File: config.mk
export PLATFORM = sky130hd
export DESIGN_NAME = sptd_queue
export DESIGN_NICKNAME = d
export VERILOG_FILES = /design/src/hdl/sptd_pkg.sv /design/src/hdl/sptd_queue.sv
export SDC_FILE = /design/constraint.sdc
export NUM_CORES = 1
export LEC_CHECK = 0
export BUFFER_PORTS_ARGS = -buffer_cell sky130_fd_sc_hd__clkbuf_2
export CAP_MARGIN = 20
export CORE_UTILIZATION = 52
export DETAILED_ROUTE_END_ITERATION = 6
export HOLD_SLACK_MARGIN = 0.12
export PLACE_DENSITY = 0.79
export SYNTH_ARGS = -nofsm -noshare
export SYNTH_HDL_FRONTEND = slang
export SYNTH_SLANG_ARGS = --single-unit
File: constraint.sdc
create_clock -name clock -period 4.7 [get_ports clock]
set_input_delay 0.94 -clock clock [delete_from_list [all_inputs] [get_ports clock]]
set_output_delay 0.94 -clock clock [all_outputs]
set_load 0.005 [all_outputs]
File: src/hdl/sptd_pkg.sv
// Shared types, constants and codes of the spike threshold detector.
// Used by the channel interfaces and by every module of the block; depends on nothing.
package sptd_pkg;

   // Channel count and field widths.
   localparam int CHANNELS    = 64;
   localparam int CH_W        = 6;
   localparam int CH_IDX_W    = (CHANNELS > 1) ? $clog2(CHANNELS) : 1;
   localparam int SAMPLE_W    = 16;
   localparam int TIME_W      = 32;
   localparam int THR_W       = 31;
   localparam int MASK_W      = 64;
   localparam int Y2_W        = 31;
   localparam int CMP_W       = 34;

   // Queue between the front and the back.
   localparam int QUEUE_DEPTH = 2;
   localparam int QPTR_W      = 1;
   localparam int QCNT_W      = 2;

   localparam logic [CH_W:0]       CHANNELS_EXT = (CH_W + 1)'(CHANNELS);
   localparam logic [THR_W-1:0]    THR_MAX      = {THR_W{1'b1}};
   localparam logic [MASK_W-1:0]   MASK_RESET   = {MASK_W{1'b1}};
   localparam logic [QCNT_W-1:0]   QUEUE_FULL   = QCNT_W'(QUEUE_DEPTH);

   // Operation codes of an input item.
   localparam logic OP_SAMPLE    = 1'b0;
   localparam logic OP_THRESHOLD = 1'b1;

   // Classification made by the front.
   typedef enum logic [1:0] {
      KIND_SAMPLE,
      KIND_THRESHOLD,
      KIND_IGNORE
   } kind_type;

   // Item as it travels through the queue.
   typedef struct packed {
      kind_type                   kind;
      logic [CH_W-1:0]            channel;
      logic signed [SAMPLE_W-1:0] sample_value;
      logic [TIME_W-1:0]          time_stamp;
      logic [THR_W-1:0]           threshold;
      logic [Y2_W-1:0]            y2;
   } qentry_type;

   // Per-channel state held in the back's memory.
   typedef struct packed {
      logic                       in_spike;
      logic                       negative;
      logic [TIME_W-1:0]          start_time;
      logic [TIME_W-1:0]          extreme_time;
      logic signed [SAMPLE_W-1:0] extreme_value;
      logic [THR_W-1:0]           threshold;
   } chan_state_type;

   localparam chan_state_type STATE_RESET = '{
      in_spike:      1'b0,
      negative:      1'b0,
      start_time:    '0,
      extreme_time:  '0,
      extreme_value: '0,
      threshold:     THR_MAX
   };

   // One spike record.
   typedef struct packed {
      logic [CH_W-1:0]            spike_channel;
      logic [TIME_W-1:0]          peak_time;
      logic [TIME_W-1:0]          spike_width;
      logic signed [SAMPLE_W-1:0] peak_height;
   } spike_rec_type;

endpackage

File: src/hdl/sptd_queue.sv
// Short register queue between the front and the back of the spike
// threshold detector. Depends on sptd_pkg.
module sptd_queue (
   input  logic                 clock,
   input  logic                 reset,
   input  logic                 push_valid,
   input  sptd_pkg::qentry_type push_data,
   output logic                 push_ready,
   output logic                 pop_valid,
   output sptd_pkg::qentry_type pop_data,
   input  logic                 pop_ready
);
   import sptd_pkg::*;

   qentry_type         slot_ff [QUEUE_DEPTH];
   logic [QPTR_W-1:0]  wr_ptr_ff;
   logic [QPTR_W-1:0]  wr_ptr_in;
   logic [QPTR_W-1:0]  rd_ptr_ff;
   logic [QPTR_W-1:0]  rd_ptr_in;
   logic [QCNT_W-1:0]  count_ff;
   logic [QCNT_W-1:0]  count_in;
   logic               push;
   logic               pop;

   assign push_ready = (count_ff != QUEUE_FULL);
   assign pop_valid  = (count_ff != '0);
   assign pop_data   = slot_ff[rd_ptr_ff];
   assign push       = push_valid && push_ready;
   assign pop        = pop_valid && pop_ready;

   // Pointer and fill count update.
   always_comb begin
      wr_ptr_in = push ? wr_ptr_ff + 1'b1 : wr_ptr_ff;
      rd_ptr_in = pop ? rd_ptr_ff + 1'b1 : rd_ptr_ff;
      count_in  = count_ff;
      if (push && !pop) begin
         count_in = count_ff + 1'b1;
      end else if (pop && !push) begin
         count_in = count_ff - 1'b1;
      end
   end

   always_ff @(posedge clock) begin
      if (reset) begin
         wr_ptr_ff <= '0;
         rd_ptr_ff <= '0;
         count_ff  <= '0;
      end else begin
         wr_ptr_ff <= wr_ptr_in;
         rd_ptr_ff <= rd_ptr_in;
         count_ff  <= count_in;
      end
   end

   always_ff @(posedge clock) begin
      if (push) begin
         slot_ff[wr_ptr_ff] <= push_data;
      end
   end

endmodule

==> metrics.yaml <==
routed_via_density: 5.12
cp.arrival_ns: 2.27
fin_ws_ns: 1.49
port_buffers: 241
cts_tree: "done"
root_buffer: "clkbuf_16"
power_per_cell_area_mw_per_mm2: 526
place.gp.congestion: 0.780
dpl.cell_count: 843
synth-async-reset-ratio_pct: 0
slowest_stage: "dfxtp_4"
fin_crit_sh_pct: 68.4
crit_path_start_kind: "flop"
clock_latency_ns: 0.49
grt_pass1_wl_mm: 24.2
crit_chain: "buf_12 > mux2_2 > clkbuf_2"
path_buf_inv: 2
end_kind: "output pin"
fin_nets: 772
max_freq_mhz: 311
remaining_drc_errors: 0
fin_skew_ns: 0.00891
report.final.slew_viol_count: 0
whs_path_depth: 2
areaGrowthSynthToFinish_pct: 24.9
hp-class: "reg2reg"
cts_inserted_buffers: 24
fin_area_mm2: 0.0110
post_cts_buffers: 0
finalCriticalPeriod_ns: 3.21
hold_violations: 0
cts.repair.resized: 0
antenna_found_initial: 1
r2r-end: "slot_ff[0][34]"
ys_types: 19
syn_area_per_cell_um2: 22.5
wl_mm: 15.9
fillCellCount: 1117
dp_slack_ns: 1.88
dr.first_iter.drc_count: 253
cp_max_fo: 72
first_pass_iters: 4
place_area_mm2: 0.0103
ys.flop_type: "edfxtp_1"
setup_viol: 0
synth_cells: 391
yosys_warnings: 0
power_mw: 5.79
critPathTopFamily: "flip-flops"
vias: 4540
grt_pass1_vias: 4787
ys_ff_latch: 241
status: "finished clean"
min_from: "rd_ptr_ff"
die_y_um: 132
grt_usage_pct: 18.0
rr_worst_depth: 4
syn_nets: 514
rsz0062_at_grt: "no"
ioPinCount: 242
cts_buffer_depth: 3
path_class: "reg2out"
cap_violations: 0
cp.required_ns: 3.76
grt_max_degree: 80
core_mm2: 0.0166
multi_input_area_mm2: 0.00153
ys_seq_area_share_pct: 81.6
worst-r2r-setup-slack_ns: 2.37
fin_tns_setup_ns: 0
clock_sinks: 241
path_clk_slew_ns: 0.05
synth_edf_count: 236
critPathMaxStageDelay_ns: 0.73
rows: 47
irDropWorstVdd_mv: 0.658
start_util_pct: 53.1
ant_nets: 0
grt-ovfl-total: 0
wire_per_inst_um: 17.9
worstMarginPinSlew_ns: 1.01
final_cell_mix: "241 x clkbuf_2, 236 x edfxtp_1, 98 x mux2_2, 25 x clkbuf_16, 20 x mux2_4"
dieArea_mm2: 0.0175
layout_commonest_cell: "clkbuf_2"
ff_latch_area_mm2: 0.00719
timing.rr.start: "count_ff[0]"
dieWidth_um: 132
p_leak_nw: 4.19
dp.final_hpwl_mm: 10.5
fin_cells: 886
htreeDepth: 1
final_layout_size_suffix_gt1_share_pct: 60.1
synth_area_mm2: 0.00880
diodes: 0
max-slew-margin-rel_pct: 32.9
postCtsHoldBufs: 0
worst reg2reg max path, cell delays in order (launching register included):
cell and delay, ns:
dfxtp_1 0.39, nand2b_1 0.21, nand3b_1 0.16, inv_4 0.73, buf_4 0.51
how the worst max path moves through the flow:
stage	from	end	slack, ns	depth (start not counted)
after global placement	push_valid	slot_ff[0][28]	1.96	4
after detailed placement	push_valid	slot_ff[0][34]	1.88	4
after global routing	flop	pop_data[31]	1.38	3
final	flop	pop_data[54]	1.49	3
after floorplan	push_valid	slot_ff[1][0]	0.50	1
after CTS	flop	pop_data[54]	1.44	3
cell families after synthesis:
kind of cell	Yosys count	synth area share, %
adders and majority gates	1	0.142
AOI/OAI and AO/OA	5	0.341
DFF	241	81.6
buffers and inverters	14	1.07
xor gates and xnor gates	3	0.299
and+or+nand+nor	9	0.569
muxes	118	15.9
registers in the layout, indices dropped and copies added, names as in the netlist, named ones only:
register / count
wr_ptr_ff: 1
slot_ff: 236
count_ff: 2
rd_ptr_ff: 1
synthesized netlist by cell type (2+ instances only):
master    number  area, um^2
nor2_1         3        11.3
xor2_1         3        26.3
a21oi_1        2        10.0
mux2_2        98        1100
mux2_4        20         300
buf_2          9        45.0
dfxtp_1        5         100
o21ai_0        2        10.0
buf_6          4        45.0
edfxtp_1     236        7090
final cells by class:
type,count,share of cell area (%)
flip-flops and latches,241,65.4
inverters,1,0.0569
clock inverters,10,0.706
repair buffers,245,11.5
clock buffers,33,5.96
multi-input cells,136,13.9
well taps,220,2.50
report_power, final:
part | internal (mW) | leakage (nW) | switching (mW)
combinational | 0.652 | 1.59 | 0.576
clock | 1.03 | 0.362 | 0.719
sequential | 2.69 | 2.25 | 0.120
per-stage QoR:
step	util, %	hold slack (ns)
6_report	66.3	0.529
4_1_cts	66.3	0.534
3_5_place_dp	61.9	0.500
5_1_grt	66.3	0.557
2_1_floorplan	-	0.471
3_3_place_gp	61.9	0.488
routing by layer:
metal / wire (um) / global-route usage [%] / part of all wire [%] / up-vias
met5: 13 / 0 / 0.082 / -
met4: 360 / 5.75 / 2.3 / 2
met1: 6140 / 21.4 / 39 / 2229
met3: 1340 / 4.69 / 8.4 / 34
li1: - / - / - / 2071
met2: 8020 / 31.8 / 51 / 204
(Power assumes the default switching activity.)
