===== config.mk =====
export PLATFORM = sky130hd
export DESIGN_NAME = sptd_front_flat
export DESIGN_NICKNAME = d
export VERILOG_FILES = /design/src/hdl/sptd_pkg.sv /design/src/hdl/sptd_channels.sv /design/src/hdl/sptd_front.sv /design/src/flat_wrapper.sv
export SDC_FILE = /design/constraint.sdc
export NUM_CORES = 1
export LEC_CHECK = 0
export BUFFER_PORTS_ARGS = -buffer_cell sky130_fd_sc_hd__clkbuf_2
export CAP_MARGIN = 25
export CORE_MARGIN = 10
export CORE_UTILIZATION = 58
export DETAILED_ROUTE_END_ITERATION = 6
export PLACE_DENSITY = 0.83
export SETUP_SLACK_MARGIN = 0.5
export SYNTH_ARGS = -nofsm -noshare
export SYNTH_HDL_FRONTEND = slang
export SYNTH_SLANG_ARGS = --single-unit

===== constraint.sdc =====
create_clock -name clock -period 11.7 [get_ports clock]
set_input_delay 3.51 -clock clock [delete_from_list [all_inputs] [get_ports clock]]
set_output_delay 3.51 -clock clock [all_outputs]
set_load 0.01 [all_outputs]

===== src/hdl/sptd_pkg.sv =====
// Shared types, constants and codes of the spike threshold detector.
// Used by the channel interfaces and by every module of the block; depends on nothing.
package sptd_pkg;

   // Channel count and field widths.
   localparam int CHANNELS    = 64;
   localparam int CH_W        = 6;
   localparam int CH_IDX_W    = (CHANNELS > 1) ? $clog2(CHANNELS) : 1;
   localparam int SAMPLE_W    = 16;
   localparam int TIME_W      = 32;
   localparam int THR_W       = 31;
   localparam int MASK_W      = 64;
   localparam int Y2_W        = 31;
   localparam int CMP_W       = 34;

   // Queue between the front and the back.
   localparam int QUEUE_DEPTH = 2;
   localparam int QPTR_W      = 1;
   localparam int QCNT_W      = 2;

   localparam logic [CH_W:0]       CHANNELS_EXT = (CH_W + 1)'(CHANNELS);
   localparam logic [THR_W-1:0]    THR_MAX      = {THR_W{1'b1}};
   localparam logic [MASK_W-1:0]   MASK_RESET   = {MASK_W{1'b1}};
   localparam logic [QCNT_W-1:0]   QUEUE_FULL   = QCNT_W'(QUEUE_DEPTH);

   // Operation codes of an input item.
   localparam logic OP_SAMPLE    = 1'b0;
   localparam logic OP_THRESHOLD = 1'b1;

   // Classification made by the front.
   typedef enum logic [1:0] {
      KIND_SAMPLE,
      KIND_THRESHOLD,
      KIND_IGNORE
   } kind_type;

   // Item as it travels through the queue.
   typedef struct packed {
      kind_type                   kind;
      logic [CH_W-1:0]            channel;
      logic signed [SAMPLE_W-1:0] sample_value;
      logic [TIME_W-1:0]          time_stamp;
      logic [THR_W-1:0]           threshold;
      logic [Y2_W-1:0]            y2;
   } qentry_type;

   // Per-channel state held in the back's memory.
   typedef struct packed {
      logic                       in_spike;
      logic                       negative;
      logic [TIME_W-1:0]          start_time;
      logic [TIME_W-1:0]          extreme_time;
      logic signed [SAMPLE_W-1:0] extreme_value;
      logic [THR_W-1:0]           threshold;
   } chan_state_type;

   localparam chan_state_type STATE_RESET = '{
      in_spike:      1'b0,
      negative:      1'b0,
      start_time:    '0,
      extreme_time:  '0,
      extreme_value: '0,
      threshold:     THR_MAX
   };

   // One spike record.
   typedef struct packed {
      logic [CH_W-1:0]            spike_channel;
      logic [TIME_W-1:0]          peak_time;
      logic [TIME_W-1:0]          spike_width;
      logic signed [SAMPLE_W-1:0] peak_height;
   } spike_rec_type;

endpackage


===== src/hdl/sptd_channels.sv =====
// Valid/ready channel interfaces of the spike threshold detector: request,
// response and register write. Depends on sptd_pkg for the field widths.
interface sptd_req_if;
   import sptd_pkg::*;

   logic                       valid;
   logic                       ready;
   logic                       op;
   logic [CH_W-1:0]            channel;
   logic signed [SAMPLE_W-1:0] sample_value;
   logic [TIME_W-1:0]          time_stamp;
   logic [THR_W-1:0]           threshold_squared_in;

   modport source (output valid, output op, output channel, output sample_value,
                   output time_stamp, output threshold_squared_in, input ready);
   modport sink   (input valid, input op, input channel, input sample_value,
                   input time_stamp, input threshold_squared_in, output ready);
endinterface



===== src/hdl/sptd_front.sv =====
// Front of the spike threshold detector: accepts request items, classifies
// them and squares the sample. Depends on sptd_pkg and sptd_req_if.
module sptd_front (
   input  logic                clock,
   input  logic                reset,
   sptd_req_if.sink            req_chan,
   output logic                push_valid,
   output sptd_pkg::qentry_type push_data,
   input  logic                push_ready
);
   import sptd_pkg::*;

   logic                       front_valid_ff;
   logic                       front_valid_in;
   qentry_type                 front_item_ff;
   qentry_type                 front_item_in;
   kind_type                   kind_in;
   logic                       accept;
   logic                       advance;
   logic signed [2*SAMPLE_W-1:0] product;

   // The register moves on when its item enters the queue or is dropped.
   assign advance        = front_valid_ff &&
                           ((front_item_ff.kind == KIND_IGNORE) || push_ready);
   assign req_chan.ready = !front_valid_ff || advance;
   assign accept         = req_chan.valid && req_chan.ready;

   // Classify the incoming item; channels past the last one are dropped.
   always_comb begin
      if ({1'b0, req_chan.channel} >= CHANNELS_EXT) begin
         kind_in = KIND_IGNORE;
      end else if (req_chan.op == OP_THRESHOLD) begin
         kind_in = KIND_THRESHOLD;
      end else begin
         kind_in = KIND_SAMPLE;
      end
   end

   always_comb begin
      front_item_in.kind         = kind_in;
      front_item_in.channel      = req_chan.channel;
      front_item_in.sample_value = req_chan.sample_value;
      front_item_in.time_stamp   = req_chan.time_stamp;
      front_item_in.threshold    = req_chan.threshold_squared_in;
      front_item_in.y2           = '0;
      front_valid_in             = accept || (front_valid_ff && !advance);
   end

   always_ff @(posedge clock) begin
      if (reset) begin
         front_valid_ff <= 1'b0;
      end else begin
         front_valid_ff <= front_valid_in;
      end
   end

   always_ff @(posedge clock) begin
      if (accept) begin
         front_item_ff <= front_item_in;
      end
   end

   // Square of the sample; the queue register follows the multiplier.
   assign product = front_item_ff.sample_value * front_item_ff.sample_value;

   always_comb begin
      push_data    = front_item_ff;
      push_data.y2 = product[Y2_W-1:0];
      push_valid   = front_valid_ff && (front_item_ff.kind != KIND_IGNORE);
   end

endmodule


===== src/flat_wrapper.sv =====
// flat-port wrapper written by rule: the top's interface ports become plain ports
module sptd_front_flat import sptd_pkg::*;
  (clock, reset, push_valid, push_data, push_ready, req_chan_valid, req_chan_op, req_chan_channel, req_chan_sample_value, req_chan_time_stamp, req_chan_threshold_squared_in, req_chan_ready);
  sptd_req_if req_chan_i ();
  input  logic clock;
  input  logic reset;
  output logic push_valid;
  output sptd_pkg::qentry_type push_data;
  input  logic push_ready;
  input wire logic [$bits(req_chan_i.valid)-1:0] req_chan_valid;
  input wire logic [$bits(req_chan_i.op)-1:0] req_chan_op;
  input wire logic [$bits(req_chan_i.channel)-1:0] req_chan_channel;
  input wire logic [$bits(req_chan_i.sample_value)-1:0] req_chan_sample_value;
  input wire logic [$bits(req_chan_i.time_stamp)-1:0] req_chan_time_stamp;
  input wire logic [$bits(req_chan_i.threshold_squared_in)-1:0] req_chan_threshold_squared_in;
  output wire logic [$bits(req_chan_i.ready)-1:0] req_chan_ready;
  assign req_chan_i.valid = req_chan_valid;
  assign req_chan_i.op = req_chan_op;
  assign req_chan_i.channel = req_chan_channel;
  assign req_chan_i.sample_value = req_chan_sample_value;
  assign req_chan_i.time_stamp = req_chan_time_stamp;
  assign req_chan_i.threshold_squared_in = req_chan_threshold_squared_in;
  assign req_chan_ready = req_chan_i.ready;
  sptd_front u_core (.clock(clock), .reset(reset), .req_chan(req_chan_i), .push_valid(push_valid), .push_data(push_data), .push_ready(push_ready));
endmodule

==> results.py <==
metrics = {
    "status": {
        "status": "finished, final reports clean",
    },
    "clocking": {
        "cts_setup_buffers": 0,
        "cts_buffer_depth": 2,
        "insertion_delay_ns": 0.33,
        "numCtsBuffers": 9,
        "ctsHtreeMaxLevel": 3,
        "root_buffer": "clkbuf_16",
        "cts_tree": "done",
        "cts.sink_count": 87,
        "cts_resized": 0,
        "clk_pin_slew_ns": 0.07,
        "cts_hold_buf": 0,
    },
    "floorplan": {
        "core_um2": 19500,
        "die_y_um": 161,
        "io_pins": 210,
        "die_w_um": 161,
        "start_util_pct": 59.3,
        "dieArea_um2": 26000,
        "rows": 51,
    },
    "setup_path": {
        "rr_endpoint": "u_core.push_data[36]$_DFFE_PP_",
        "cp-startpoint": "u_core.push_data[106]$_DFFE_PP_",
        "setup.worst_path.end_class": "primary output",
        "rrSetupSlack_ns": 10.19,
        "reg2reg_depth": 3,
        "cp-start-kind": "flop",
        "timing.rr.start": "u_core.front_valid_ff$_SDFF_PP0_",
        "required_ns": 8.19,
        "cp.arrival_ns": 7.00,
        "critical_path_class": "reg -> out",
        "cp_max_fo": 13,
    },
    "global_route": {
        "grt_pass1_wl_um": 45200,
        "grt_max_degree": 87,
        "antenna_found_initial": 0,
        "first_global_vias": 9104,
        "grt_overflow_total": 0,
        "grt_use_total_pct": 21.7,
    },
    "hold_path": {
        "hold_depth": 2,
        "hold_end": "u_core.front_valid_ff$_SDFF_PP0_",
        "hp-class": "reg -> reg",
        "holdCritStartpoint": "u_core.front_valid_ff$_SDFF_PP0_",
    },
    "logic_synthesis": {
        "ys_top_cells_by_area": "fa_1, edfxtp_1, inv_1",
        "netlist_area_um2": 11600,
        "ys_warn_count": 0,
        "synth_cell_types": 52,
        "synth_seq_cells": 87,
        "yosys.area.top_type": "fa_1",
        "syn_inst": 1102,
        "synth_top_cells_by_count": "inv_1, fa_1, ha_1",
        "avgSynthCellArea_um2": 10.5,
        "synthFlopType": "edfxtp_1",
        "synth_edf_count": 86,
        "synth_async_sr_flop_share_pct": 0,
        "netlist.area_leader.share_pct": 39.6,
        "ys_seq_area_share_pct": 22.5,
        "yosysMostFrequentCell": "inv_1",
    },
    "timing": {
        "worstMarginPinSlew_ns": 0.753,
        "setup_tns_ns": 0,
        "finClkSkew_ns": 0.00988,
        "max_slew_margin_pct": 49.8,
        "drv_slew": 0,
        "post-route-period-util_pct": 89.8,
        "final-hold-violation-count": 0,
        "setup_viol": 0,
        "rsz0062_at_grt": "no",
        "fmax_ghz": 0.0952,
        "fin_crit_ns": 10.51,
    },
    "detailed_routing": {
        "drt-vias-per-instance": 5.17,
        "drc_errors": 0,
        "wl_per_cell_um": 17.5,
        "drtIter0Drc": 444,
        "drt-pass1-iter-count": 4,
        "vias": 8068,
        "wl_um": 27300,
        "antenna_left": 0,
    },
    "final_layout": {
        "antenna_cells": 0,
        "drive_gt1_share_pct": 18.6,
        "fillers": 1533,
        "final_net_count": 1698,
        "syn_to_final_growth_pct": 13.6,
    },
    "placed_design": {
        "hpwl_um": 23500,
        "io_buffers": 207,
        "gp_congestion": 0.932,
    },
    "run": {
        "cap_violations": 0,
    },
}
final cells by class:
cell class / instances / area, um2 / area share (%)
Clock buffer: 9 / 225 / 1.71
Clock inverter: 7 / 72.6 / 0.552
Inverter: 340 / 1280 / 9.70
Multi-Input combinational cell: 644 / 7560 / 57.5
Sequential cell: 87 / 2600 / 19.8
Tap cell: 265 / 332 / 2.52
Timing Repair Buffer: 210 / 1080 / 8.20
stage by stage:
stage | std cells | hold WS, ns | setup slack (ns) | instance area, um2 | util, %
floorplan | 1103 | 0.593 | 2.17 | 11600 | -
global placement | 1545 | 0.504 | 1.72 | 12800 | 65.7
detailed placement | 1545 | 0.534 | 1.60 | 12800 | 65.7
CTS | 1561 | 0.579 | 1.21 | 13100 | 67.2
global route | 1562 | 0.609 | 0.696 | 13200 | 67.4
finish | 1562 | 0.577 | 1.19 | 13200 | 67.4
routing by layer:
| metal | vias to the layer above | wire [um] | track usage [%] |
|---|---|---|---|
| li1 | 3659 | - | - |
| met1 | 4076 | 9690 | 24.2 |
| met2 | 275 | 14900 | 40.0 |
| met3 | 58 | 1780 | 4.58 |
| met4 | 0 | 938 | 7.69 |
| met5 | - | 0 | 0 |
critical path, stage by stage, from the launching register on:
cell and delay [ns]:
edfxtp_1 0.79, inv_1 0.33, nor2_1 0.27, inv_1 0.08, fa_1 0.48, inv_1 0.05, fa_1 0.52, inv_1 0.05
fa_1 0.50, inv_1 0.06, fa_1 0.46, fa_1 0.49, inv_1 0.05, fa_1 0.47, inv_1 0.04, ha_1 0.39
a211oi_1 0.28, nand2_1 0.15, nor3_1 0.21, o31a_1 0.32, o31ai_2 0.13, a31oi_1 0.22, xnor2_1 0.14, clkbuf_2 0.15
how the worst max path moves through the flow:
stage                     cells after the start            end  slack (ns)
after global placement                       23  push_data[29]        1.72
final                                        23  push_data[29]        1.19
after floorplan                              23  push_data[30]        2.17
after detailed placement                     23  push_data[29]        1.60
after global routing                         23  push_data[29]        0.70
after CTS                                    23  push_data[29]        1.21
flip-flops by register name (all words and copies together) (netlist names):
name / cells
u_core.push_data: 86
u_core.front_valid_ff: 1
layout by cell type (no fill, tap or decap), types with 3 or more instances in the layout:
master | Yosys | final
a21o_1 | 11 | 11
o21ai_0 | 12 | 12
inv_1 | 340 | 340
xor2_1 | 11 | 11
a31o_2 | 3 | 3
ha_1 | 87 | 87
o21ai_1 | 3 | 3
nand3_1 | 4 | 4
a21oi_1 | 30 | 30
nand4_1 | 7 | 7
nand2b_1 | 7 | 7
nor2_1 | 37 | 37
nand2_1 | 85 | 85
fa_1 | 229 | 229
clkbuf_2 | 0 | 207
xnor2_1 | 34 | 34
a211oi_1 | 3 | 3
edfxtp_1 | 86 | 86
clkbuf_16 | 0 | 9
o21bai_1 | 3 | 3
nor3_1 | 3 | 3
and2_1 | 41 | 40
kinds of logic (layout without fill, tap and decap cells):
kind of cell / count (synthesis) / in the layout / synth area share (%)
buf+inv: 372 / 566 / 12.2
mux: 1 / 1 / 0.0973
xor+xnor: 45 / 45 / 3.40
flops: 87 / 87 / 22.5
other cells: 1 / 2 / 0.0324
simple gates: 191 / 191 / 7.62
compound gates: 89 / 89 / 5.13
fa+ha+maj: 316 / 316 / 49.0
Power is left out: the tool's default activity adds up to more than one toggle a clock period on the data nets, which glitch-free logic cannot reach.
